[src/mvam_pkg.sv]
// ----------------------------------------------------------------------------
// mvam_pkg
// Types, format codes and constants of the multi-voice audio mixer.
// ----------------------------------------------------------------------------
package mvam_pkg;

  localparam int NUM_VOICES_DEF    = 16;
  localparam int POS_FRAC_BITS_DEF = 16;

  localparam int ACC_W  = 40;
  localparam int POS_W  = 40;
  localparam int PROD_W = 29;
  localparam int MIX_W  = 24;

  typedef logic signed [ACC_W-1:0]  acc_t;
  typedef logic        [POS_W-1:0]  pos_t;
  typedef logic signed [PROD_W-1:0] prod_t;
  typedef logic signed [MIX_W-1:0]  mix_t;

  // sample / mix format codes
  localparam logic [2:0] FMT_U8_MONO    = 3'd0;
  localparam logic [2:0] FMT_U8_STEREO  = 3'd1;
  localparam logic [2:0] FMT_S8_MONO    = 3'd2;
  localparam logic [2:0] FMT_S8_STEREO  = 3'd3;
  localparam logic [2:0] FMT_S16_MONO   = 3'd4;
  localparam logic [2:0] FMT_S16_STEREO = 3'd5;

  // register index
  localparam logic REG_MIX_FORMAT = 1'b0;

  localparam acc_t ACC_MAX = {1'b0, {(ACC_W-1){1'b1}}};
  localparam acc_t ACC_MIN = {1'b1, {(ACC_W-1){1'b0}}};
  localparam acc_t MIX_MAX = 40'sd8388607;
  localparam acc_t MIX_MIN = -40'sd8388608;
  localparam logic [7:0] U8_BIAS = 8'd128;

endpackage

[src/multi_voice_audio_mixer_top.sv]
// ----------------------------------------------------------------------------
// multi_voice_audio_mixer_top
// Multi-voice saturating PCM mixer with per-voice resample positions.
// ----------------------------------------------------------------------------
// Takes one voice sample item per clock while in_ready is high (in_ready drops
// while a result is held by out_ready low) and returns one status item per input
// item. The item flows through three registered stages: the per-voice position
// memory is read at accept (a write from the previous item to the same voice is
// forwarded), the position is advanced and the sample scaled in the next stage,
// and the accumulators are updated in the last. The item with in_last_voice set
// carries the finished frame in out_left and out_right. Positions read as zero
// after reset through per-voice valid bits. mix_format is at byte address 0; the
// user must write it only while the block is idle; the block does not enforce it.
// ----------------------------------------------------------------------------
module multi_voice_audio_mixer_top #(
  parameter int NUM_VOICES    = mvam_pkg::NUM_VOICES_DEF,
  parameter int POS_FRAC_BITS = mvam_pkg::POS_FRAC_BITS_DEF
) (
  input  logic        clk,
  input  logic        rst_n,
  // configuration
  input  logic        psel,
  input  logic        penable,
  input  logic        pwrite,
  input  logic [2:0]  paddr,
  input  logic [31:0] pwdata,
  output logic [31:0] prdata,
  output logic        pready,
  // input items
  input  logic        in_valid,
  output logic        in_ready,
  input  logic [3:0]  in_voice,
  input  logic        in_restart,
  input  logic [15:0] in_sample_a,
  input  logic [15:0] in_sample_b,
  input  logic [2:0]  in_source_format,
  input  logic [19:0] in_volume,
  input  logic [23:0] in_rate_step,
  input  logic [23:0] in_length,
  input  logic        in_last_voice,
  // result items
  output logic        out_valid,
  input  logic        out_ready,
  output logic [3:0]  out_voice_echo,
  output logic [23:0] out_next_index,
  output logic        out_voice_done,
  output logic        out_frame_valid,
  output logic [15:0] out_left,
  output logic [15:0] out_right
);

  localparam int VIDX_W = (NUM_VOICES > 1) ? $clog2(NUM_VOICES) : 1;
  localparam int SH_L   = (POS_FRAC_BITS >= 16) ? POS_FRAC_BITS - 16 : 0;
  localparam int SH_R   = (POS_FRAC_BITS < 16) ? 16 - POS_FRAC_BITS : 0;

  // ---------------------------------------------------------------- config
  logic [2:0] mix_format_r;
  logic       cfg_wr;

  assign pready = 1'b1;
  assign cfg_wr = psel && penable && pwrite && pready && (paddr[2] == mvam_pkg::REG_MIX_FORMAT);
  assign prdata = (paddr[2] == mvam_pkg::REG_MIX_FORMAT) ? {29'd0, mix_format_r} : 32'd0;

  always_ff @(posedge clk) begin
    if (!rst_n) begin
      mix_format_r <= mvam_pkg::FMT_S16_STEREO;
    end else if (cfg_wr) begin
      mix_format_r <= pwdata[2:0];
    end
  end

  // ---------------------------------------------------------------- control
  logic c_valid_r;
  logic a_valid_r;
  logic b_valid_r;
  logic adv;
  logic in_acc;

  assign adv      = !c_valid_r || out_ready;
  assign in_ready = adv;
  assign in_acc   = in_valid && adv;

  // voice index modulo NUM_VOICES
  logic [VIDX_W-1:0] voice_map [16];
  logic [VIDX_W-1:0] vidx_in;

  for (genvar k = 0; k < 16; k++) begin : g_vmap
    assign voice_map[k] = VIDX_W'(k % NUM_VOICES);
  end
  assign vidx_in = voice_map[in_voice];

  // ---------------------------------------------------------------- stage A
  mvam_pkg::pos_t     pos_mem [NUM_VOICES];
  logic [NUM_VOICES-1:0] pos_vld_r;

  logic [3:0]         a_voice_r;
  logic [VIDX_W-1:0]  a_vidx_r;
  logic               a_restart_r;
  logic [15:0]        a_sa_r;
  logic [15:0]        a_sb_r;
  logic [2:0]         a_fmt_r;
  logic [19:0]        a_vol_r;
  logic [23:0]        a_step_r;
  logic [23:0]        a_len_r;
  logic               a_last_r;
  mvam_pkg::pos_t     a_rd_data_r;
  logic               a_rd_vld_r;
  logic               a_fwd_r;
  mvam_pkg::pos_t     a_fwd_data_r;

  mvam_pkg::pos_t     pos_cur;
  mvam_pkg::pos_t     pos_nxt;
  logic [31:0]        step_scaled;
  logic [40:0]        pos_sum;
  logic               active;
  logic               wr_en;

  logic signed [16:0] smp_l;
  logic signed [16:0] smp_r;
  logic signed [20:0] gain;
  logic               fmt_ok;
  logic signed [37:0] prod_l;
  logic signed [37:0] prod_r;

  assign wr_en = a_valid_r && adv;

  always_comb begin
    if (a_restart_r) begin
      pos_cur = '0;
    end else if (a_fwd_r) begin
      pos_cur = a_fwd_data_r;
    end else if (a_rd_vld_r) begin
      pos_cur = a_rd_data_r;
    end else begin
      pos_cur = '0;
    end
    step_scaled = (32'(a_step_r) << SH_L) >> SH_R;
    active      = (pos_cur >> POS_FRAC_BITS) < 40'(a_len_r);
    pos_sum     = {1'b0, pos_cur} + 41'(step_scaled);
    if (!active) begin
      pos_nxt = pos_cur;
    end else if (pos_sum[40]) begin
      pos_nxt = '1;
    end else begin
      pos_nxt = pos_sum[39:0];
    end
  end

  always_comb begin
    smp_l  = '0;
    smp_r  = '0;
    fmt_ok = 1'b1;
    gain   = signed'({1'b0, a_vol_r});
    case (a_fmt_r)
      mvam_pkg::FMT_U8_MONO, mvam_pkg::FMT_U8_STEREO: begin
        smp_l = signed'({9'd0, a_sa_r[7:0]}) - 17'sd128;
        smp_r = signed'({9'd0, a_sb_r[7:0]}) - 17'sd128;
      end
      mvam_pkg::FMT_S8_MONO, mvam_pkg::FMT_S8_STEREO: begin
        smp_l = 17'(signed'(a_sa_r[7:0]));
        smp_r = 17'(signed'(a_sb_r[7:0]));
      end
      mvam_pkg::FMT_S16_MONO, mvam_pkg::FMT_S16_STEREO: begin
        smp_l = 17'(signed'(a_sa_r));
        smp_r = 17'(signed'(a_sb_r));
        gain  = signed'({9'd0, a_vol_r[19:8]});
      end
      default: begin
        fmt_ok = 1'b0;
      end
    endcase
    if (a_fmt_r == mvam_pkg::FMT_U8_MONO || a_fmt_r == mvam_pkg::FMT_S8_MONO ||
        a_fmt_r == mvam_pkg::FMT_S16_MONO) begin
      smp_r = smp_l;
    end
  end

  assign prod_l = smp_l * gain;
  assign prod_r = smp_r * gain;

  always_ff @(posedge clk) begin
    if (wr_en) begin
      pos_mem[a_vidx_r] <= pos_nxt;
    end
    if (in_acc) begin
      a_rd_data_r <= pos_mem[vidx_in];
    end
  end

  always_ff @(posedge clk) begin
    if (!rst_n) begin
      pos_vld_r <= '0;
    end else if (wr_en) begin
      pos_vld_r[a_vidx_r] <= 1'b1;
    end
  end

  always_ff @(posedge clk) begin
    if (in_acc) begin
      a_voice_r    <= in_voice;
      a_vidx_r     <= vidx_in;
      a_restart_r  <= in_restart;
      a_sa_r       <= in_sample_a;
      a_sb_r       <= in_sample_b;
      a_fmt_r      <= in_source_format;
      a_vol_r      <= in_volume;
      a_step_r     <= in_rate_step;
      a_len_r      <= in_length;
      a_last_r     <= in_last_voice;
      a_rd_vld_r   <= pos_vld_r[vidx_in];
      a_fwd_r      <= wr_en && (a_vidx_r == vidx_in);
      a_fwd_data_r <= pos_nxt;
    end
  end

  // ---------------------------------------------------------------- stage B
  logic [3:0]      b_voice_r;
  mvam_pkg::pos_t  b_pos_r;
  logic [23:0]     b_len_r;
  logic            b_last_r;
  mvam_pkg::prod_t b_prod_l_r;
  mvam_pkg::prod_t b_prod_r_r;

  always_ff @(posedge clk) begin
    if (wr_en) begin
      b_voice_r  <= a_voice_r;
      b_pos_r    <= pos_nxt;
      b_len_r    <= a_len_r;
      b_last_r   <= a_last_r;
      b_prod_l_r <= (active && fmt_ok) ? prod_l[mvam_pkg::PROD_W-1:0] : '0;
      b_prod_r_r <= (active && fmt_ok) ? prod_r[mvam_pkg::PROD_W-1:0] : '0;
    end
  end

  function automatic mvam_pkg::acc_t sat_add(mvam_pkg::acc_t a, mvam_pkg::prod_t p);
    logic signed [mvam_pkg::ACC_W:0] s;
    s = 41'(a) + 41'(p);
    if (s[mvam_pkg::ACC_W] != s[mvam_pkg::ACC_W-1]) begin
      return s[mvam_pkg::ACC_W] ? mvam_pkg::ACC_MIN : mvam_pkg::ACC_MAX;
    end
    return s[mvam_pkg::ACC_W-1:0];
  endfunction

  mvam_pkg::acc_t sum_l_r;
  mvam_pkg::acc_t sum_r_r;
  mvam_pkg::acc_t sum_l_nxt;
  mvam_pkg::acc_t sum_r_nxt;
  logic           b_adv;
  mvam_pkg::pos_t b_ipart;

  assign sum_l_nxt = sat_add(sum_l_r, b_prod_l_r);
  assign sum_r_nxt = sat_add(sum_r_r, b_prod_r_r);
  assign b_adv     = b_valid_r && adv;
  assign b_ipart   = b_pos_r >> POS_FRAC_BITS;

  always_ff @(posedge clk) begin
    if (!rst_n) begin
      sum_l_r <= '0;
      sum_r_r <= '0;
    end else if (b_adv) begin
      sum_l_r <= b_last_r ? '0 : sum_l_nxt;
      sum_r_r <= b_last_r ? '0 : sum_r_nxt;
    end
  end

  // ---------------------------------------------------------------- stage C
  logic [3:0]     c_voice_r;
  logic [23:0]    c_next_index_r;
  logic           c_done_r;
  logic           c_last_r;
  mvam_pkg::acc_t c_sum_l_r;
  mvam_pkg::acc_t c_sum_r_r;

  always_ff @(posedge clk) begin
    if (b_adv) begin
      c_voice_r      <= b_voice_r;
      c_next_index_r <= (b_ipart > 40'hFF_FFFF) ? 24'hFF_FFFF : b_ipart[23:0];
      c_done_r       <= b_ipart >= 40'(b_len_r);
      c_last_r       <= b_last_r;
      c_sum_l_r      <= sum_l_nxt;
      c_sum_r_r      <= sum_r_nxt;
    end
  end

  always_ff @(posedge clk) begin
    if (!rst_n) begin
      a_valid_r <= 1'b0;
      b_valid_r <= 1'b0;
      c_valid_r <= 1'b0;
    end else if (adv) begin
      a_valid_r <= in_valid;
      b_valid_r <= a_valid_r;
      c_valid_r <= b_valid_r;
    end
  end

  function automatic mvam_pkg::mix_t clamp24(mvam_pkg::acc_t x);
    if (x < mvam_pkg::MIX_MIN) begin
      return mvam_pkg::MIX_MIN[mvam_pkg::MIX_W-1:0];
    end
    if (x > mvam_pkg::MIX_MAX) begin
      return mvam_pkg::MIX_MAX[mvam_pkg::MIX_W-1:0];
    end
    return x[mvam_pkg::MIX_W-1:0];
  endfunction

  mvam_pkg::mix_t     cl;
  mvam_pkg::mix_t     cr;
  logic signed [24:0] mono;
  logic [15:0]        fmt_l;
  logic [15:0]        fmt_r;

  always_comb begin
    cl    = clamp24(c_sum_l_r);
    cr    = clamp24(c_sum_r_r);
    mono  = 25'(cl) + 25'(cr);
    fmt_l = '0;
    fmt_r = '0;
    case (mix_format_r)
      mvam_pkg::FMT_U8_MONO: begin
        fmt_l = {8'd0, mono[24:17] + mvam_pkg::U8_BIAS};
      end
      mvam_pkg::FMT_U8_STEREO: begin
        fmt_l = {8'd0, cl[23:16] + mvam_pkg::U8_BIAS};
        fmt_r = {8'd0, cr[23:16] + mvam_pkg::U8_BIAS};
      end
      mvam_pkg::FMT_S8_MONO: begin
        fmt_l = {8'd0, mono[24:17]};
      end
      mvam_pkg::FMT_S8_STEREO: begin
        fmt_l = {8'd0, cl[23:16]};
        fmt_r = {8'd0, cr[23:16]};
      end
      mvam_pkg::FMT_S16_MONO: begin
        fmt_l = mono[24:9];
      end
      mvam_pkg::FMT_S16_STEREO: begin
        fmt_l = cl[23:8];
        fmt_r = cr[23:8];
      end
      default: begin
        fmt_l = '0;
        fmt_r = '0;
      end
    endcase
  end

  assign out_valid       = c_valid_r;
  assign out_voice_echo  = c_voice_r;
  assign out_next_index  = c_next_index_r;
  assign out_voice_done  = c_done_r;
  assign out_frame_valid = c_last_r;
  assign out_left        = c_last_r ? fmt_l : 16'd0;
  assign out_right       = c_last_r ? fmt_r : 16'd0;

endmodule

[config.mk]
export PLATFORM = sky130hd
export DESIGN_NAME = multi_voice_audio_mixer_top
export DESIGN_NICKNAME = d
export VERILOG_FILES = /design/src/mvam_pkg.sv /design/src/multi_voice_audio_mixer_top.sv
export SDC_FILE = /design/constraint.sdc
export NUM_CORES = 2
export LEC_CHECK = 0
export BUFFER_PORTS_ARGS = -buffer_cell sky130_fd_sc_hd__buf_4
export CAP_MARGIN = 20
export CORE_MARGIN = 5
export CORE_UTILIZATION = 30
export DETAILED_ROUTE_END_ITERATION = 10
export PLACE_DENSITY = 0.5
export RECOVER_POWER = 50
export SYNTH_ARGS = -nofsm -noshare
export SYNTH_HDL_FRONTEND = slang
export SYNTH_SLANG_ARGS = --single-unit
export TNS_END_PERCENT = 10
[constraint.sdc]
create_clock -name clk -period 9.19 [get_ports clk]
set_clock_uncertainty 0.2 [all_clocks]
set_input_delay 0.919 -clock clk [delete_from_list [all_inputs] [get_ports clk]]
set_output_delay 0.919 -clock clk [all_outputs]
set_load 0.02 [all_outputs]
**Yosys cells after proc, flatten, opt, wreduce, memory -nomap -nowiden**

Memories as Yosys holds them, arrays and structs flattened. A register that Yosys moved wholly into a read port is not among the register bits.
Cells that the tools add are included.

- $mul: 2
- Bitwise logic cells: 3
- Equality and inequality tests: 13
- Multiplexer cells: 47
- Add/subtract/negate cells: 9
- Reductions and logical operators: 19
- Order comparisons: 11

Operator list:

| operator | count |
|---|---|
| $mux 40 | 13 |
| $mux 24 | 8 |
| $pmux 17 s3 | 2 |
| $pmux 16 s6 | 1 |
| $add 40x29->41 | 2 |
| $gt 40x24->1 const B | 2 |
| $lt 40x24->1 const B | 2 |
| $mul 17x21->29 | 2 |
| $pmux 16 s3 | 1 |
| $add 40x24->41 | 1 |
| $mux 16 | 2 |
| $add 24x24->25 | 1 |
| $add 8x8->8 const B | 3 |
| $ge 24x24->1 | 1 |
| $gt 24x24->1 const B | 1 |
| $lt 24x24->1 | 1 |
| $mux 20 | 1 |
| $sub 8x8->9 const B | 2 |
| $mux 17 | 1 |
| $or 16x16->16 | 1 |
| $mux 1 | 13 |
| $eq 3x2->1 const B | 4 |
| $eq 3x3->1 const B | 4 |
| $lt 4x5->1 const B | 2 |
| other kinds (17) | 33 |

- Input port bits: 151
- Logic and storage cells: 138
- Memories: 2
- Bits in read-only memories: 64
- Bits in writable memories: 640
- Register bits: 494

Memory list:

| name | words | bits a word | read ports | clocked after Yosys merged registers in | wr ports | RTL line | source |
|---|---|---|---|---|---|---|---|
| pos_mem | 16 | 40 | 1 | 1 | 1 | multi_voice_audio_mixer_top.sv:93 | `mvam_pkg::pos_t pos_mem [NUM_VOICES];` |
| (name not given) | 16 | 4 | 1 | 0 | 0 | multi_voice_audio_mixer_top.sv:90 | `assign vidx_in = voice_map[in_voice];` |

**Logic depth before layout (Yosys ltp)**

- Depth in word-level cells: 9
- Depth in mapped cells: 31

**Least setup slack after synthesis**

No wires, ideal clock.

- Kind: reg-to-reg
- From: register a_fmt_r[1]
- To: register b_prod_r_r[25], data pin
- Arrival time: 7.412 ns
- Path slack: 1.312 ns
- Buffers on the path: 5
- Required time: 8.724 ns
- Clock period less this slack: 7.878 ns
- Stages on the path, launching flop included: 29
- Library setup time: 0.266 ns
- Cells stage by stage: edfxtp_1 > clkbuf_1 > nand2b_1 > buf_1 > buf_1 > clkbuf_1 > nand2_1 > nand2_1 > clkbuf_1 > nand2_1 > fa_1 > fa_1 > fa_1 > fa_1 > inv_1 > fa_1 > inv_1 > fa_1 > inv_1 > ha_1 > a21o_1 > a21oi_1 > nor2_1 > nor2_1 > o31ai_1 > or4_1 > a31oi_1 > xor2_1 > nor2_1

- Word-level cells in the longest chain between the ends: 5

RTL lines:

| what | RTL line | source |
|---|---|---|
| start: declaration | multi_voice_audio_mixer_top.sv:101 | `logic [2:0] a_fmt_r;` |
| start signal: assignment | multi_voice_audio_mixer_top.sv:205 | `a_fmt_r <= in_source_format;` |
| $eq 3x3->1, or another cell as far along | multi_voice_audio_mixer_top.sv:154, multi_voice_audio_mixer_top.sv:173 |  |
| $reduce_or 2->1 or $logic_or 1x1->1 (tied branches) | multi_voice_audio_mixer_top.sv:154, multi_voice_audio_mixer_top.sv:172 |  |
| $pmux 17 s3 or $logic_or 1x1->1 (tied branches) | multi_voice_audio_mixer_top.sv:154, multi_voice_audio_mixer_top.sv:172 |  |
| $mux 17 | multi_voice_audio_mixer_top.sv:172 | `if (a_fmt_r == mvam_pkg::FMT_U8_MONO \|\| a_fmt_r == mvam_pkg::FMT_S8_MONO \|\|` |
| $mul 17x21->29 | multi_voice_audio_mixer_top.sv:179 | `assign prod_r = smp_r * gain;` |
| end signal: assignment | multi_voice_audio_mixer_top.sv:231 | `b_prod_r_r <= (active && fmt_ok) ? prod_r[mvam_pkg::PROD_W-1:0] : '0;` |
| end: declaration | multi_voice_audio_mixer_top.sv:222 | `mvam_pkg::prod_t b_prod_r_r;` |

Several ways; a longest one is shown, not always the timed one.
A chain may end at the register's enable or synchronous reset.

**Final worst setup path**

- From: register a_fmt_r[0]
- To: register b_prod_r_r[25], data pin

The elaborated chain is that of the path after synthesis.

==> impl_metrics.toml <==
[timing]
slew_viol_final = 1190
layout_min_cycle_time_ns = 8.21
holdWs_ns = 0.106
setup_violations = 0
fmax_mhz = 122
fin_setup_tns_ns = 0
rsz0062_at_grt = "no"
worst_slew_pin_slew_ns = 5.13
hold_viol_final = 0
fin_crit_sh = 0.893
max-slew-margin-rel = -2.42

[cts]
cts_root_buffer = "clkbuf_16"
cts-htree-levels = 4
insertion_delay_ns = 0.81
post_cts_resized = 0
numClockSinks = 1154
cts-hold-fix-buffers = 0
cts_made_buffers = 130
tritoncts = "built"
post_cts.repair.setup_buffers = 0
clk_pin_slew_worst_paths_ns = 0.06
clock_path_buffers = 3

[worst_setup_path]
ff2ff_path_depth = 24
required_ns = 9.45
endpoint_kind = "flop"
crit_arrival_ns = 8.46
cp_max_fo = 15
critPathKind = "flop to flop"
r2r-start = "a_fmt_r[0]"
r2r_setup_slack_ns = 0.98
cp-endpoint = "b_prod_r_r[25]"
startpoint = "a_fmt_r[0]"
reg2reg_to = "b_prod_r_r[25]"
start_kind = "flop"

[finish]
layout.nets = 6997
fin_util = 0.343
final_layout_size_suffix_gt1_frac = 0.120
final_cells = 9239
area.growth.synth_to_final_pct = 13.7
finish.instance_area_um2 = 80000

[synthesis]
synth-async-reset-ratio = 0
synth.area.top_cells = "edfxtp_1, fa_1, mux4_2"
ys_ff_latch = 1154
ys_dominant_reg_cell = "edfxtp_1"
ys_types = 93
syn_area_per_cell_um2 = 12.1
synth-edff-count = 1052
syn-cell-area_um2 = 70400
syn_inst = 5799
yosys-top-cells-count = "edfxtp_1, inv_1, nor2_1"
yosys.area.top_type_share = 0.449
synthDominantAreaCellType = "edfxtp_1"
yosysSeqAreaShare = 0.478
yosysMostFrequentCell = "edfxtp_1"
ys_warn_count = 0

[routing]
route.detailed.drc = 0
drt_iter0_drc = 2717
wl_per_cell_um = 21.1
vias = 44495
final_antenna_net_count = 0
routed_wl_um = 195000
drt-vias-per-instance = 4.82
drt_pass1_iterations = 10

[status]
status = "complete, but fails checks"
violations = "max-capacitance violations, max-slew violations"

[power]
p_clk_frac = 0.216
p_leak_uw = 0.0321
switching_power_uw = 10100
seqPwrFrac = 0.274
internal-power_uw = 14800
peakVddDrop_mv = 0.331
p_comb_frac = 0.510
power_per_cell_area_nw_per_um2 = 311
switching_share = 0.404

[grt]
grt_use_total = 0.159
grt_overflow = 0
antenna_found_initial = 10
grt_pass1_wl_um = 296000
grt_pass1_vias = 46440
grt_start_max_net_pins = 81

[floorplanning]
dieArea_um2 = 244000
rows = 177
coreArea_um2 = 233000
die_width_um = 494
die_height_um = 494
initial_utilization = 0.302
io_pins = 248

[placement]
port_buffers = 186
gp_congestion = 0.892
dp_hpwl_um = 137000
placed_area_um2 = 75800
dp.cells = 8992

[worst_hold_path]
hold_class = "input pin to flop"

[run]
maxCapViolCount = 33
[logic make-up (layout without fill, tap and decap cells)]
| group | after synthesis | count (layout) | synth area share |
|---|---|---|---|
| XOR/XNOR | 171 | 171 | 0.0214 |
| flip-flops | 1154 | 1154 | 0.478 |
| other | 2 | 35 | 0.000107 |
| adder cells (fa/ha/maj) | 863 | 863 | 0.205 |
| AO/OA/AOI/OAI | 810 | 810 | 0.0750 |
| multiplexers | 231 | 231 | 0.0696 |
| buffers and inverters | 1072 | 1347 | 0.0594 |
| AND/OR/NAND/NOR | 1496 | 1496 | 0.0912 |
[worst max-delay path, cell delays in order, from the launching register on]
cell and delay, ns:
edfxtp_1 0.73, mux2i_1 0.35, or3_1 0.14, nand2_1 0.23, or2_2 0.48, nor2_1 0.36
inv_1 0.12, fa_1 0.56, inv_1 0.06, fa_1 0.48, fa_1 0.62, fa_1 0.45
fa_1 0.49, inv_1 0.05, fa_1 0.47, inv_1 0.05, ha_1 0.34, a21o_1 0.18
a21o_1 0.20, a21o_1 0.18, a21o_1 0.21, or4_1 0.55, a31oi_1 0.21, xor2_1 0.16
nor2_1 0.05
[stage by stage]
step / power, uW / worst slack, ns
after global placement: 19800 / 1.04
after global routing: 27200 / 0.491
after detailed placement: 19800 / 1.01
final: 24900 / 0.985
after CTS: 25300 / 0.987
after floorplan: 16100 / 1.31
[cells in the final DEF, fill, tap and decap left out, types with 102 or more instances in the layout]
cell type  netlist  routed
a21oi_1        194     194
buf_4           37     157
clkbuf_16        0     130
dfxtp_1        102     102
edfxtp_1      1052    1052
fa_1           491     491
ha_1           358     358
inv_1          780     778
mux4_2         205     205
nand2_1        485     484
nor2_1         670     661
o21ai_0        129     128
xnor2_1        102     102
[routing by layer]
| metal | global-route usage | vias to the layer above | share of wire | routed length, um |
|---|---|---|---|---|
| met1 | 0.207 | 22792 | 0.43 | 83400 |
| met4 | 0.0430 | 2 | 0.026 | 4960 |
| li1 | - | 20441 | - | - |
| met3 | 0.0220 | 249 | 0.044 | 8540 |
| met2 | 0.279 | 1011 | 0.50 | 97600 |
| met5 | 0 | - | 0.000067 | 13 |
[sequential cells by signal (all words and copies together), names as in the netlist, 29 cells and up]
signal	count
b_prod_l_r	29
pos_mem	640
a_rd_data_r	40
sum_l_r	40
sum_r_r	40
c_sum_r_r	40
c_sum_l_r	40
b_prod_r_r	29
a_fwd_data_r	40
[worst min path at each step]
stage / startpoint / to / cells past startpoint
4_1_cts: in_rate_step[3] / a_step_r[3] / 1
2_1_floorplan: a_last_r / b_last_r / 0
5_1_grt: in_rate_step[5] / a_step_r[5] / 1
3_5_place_dp: b_voice_r[3] / out_voice_echo[3] / 0
3_3_place_gp: b_voice_r[3] / out_voice_echo[3] / 0
6_report: in_rate_step[3] / a_step_r[3] / 1
[power groups by stage]
stage	Combinational, uW	Clock [uW]	Sequential, uW
finish	12700	5390	6820
global route	14600	5760	6850
CTS	13000	5530	6840
detailed placement	12900	0	6950
global placement	12800	0	6950
floorplan	9290	0	6800
[layout make-up]
cell class | instances | area (um2)
diodes | 5 | 12.5
clock inverters | 77 | 1130
clock buffers | 160 | 3390
well taps | 3132 | 3920
fillers | 23103 | 153000
multi-input cells | 3601 | 32800
repair buffers | 327 | 2170
inverters | 783 | 2940
flip-flops and latches | 1154 | 33600
(Power assumes the default switching activity.)
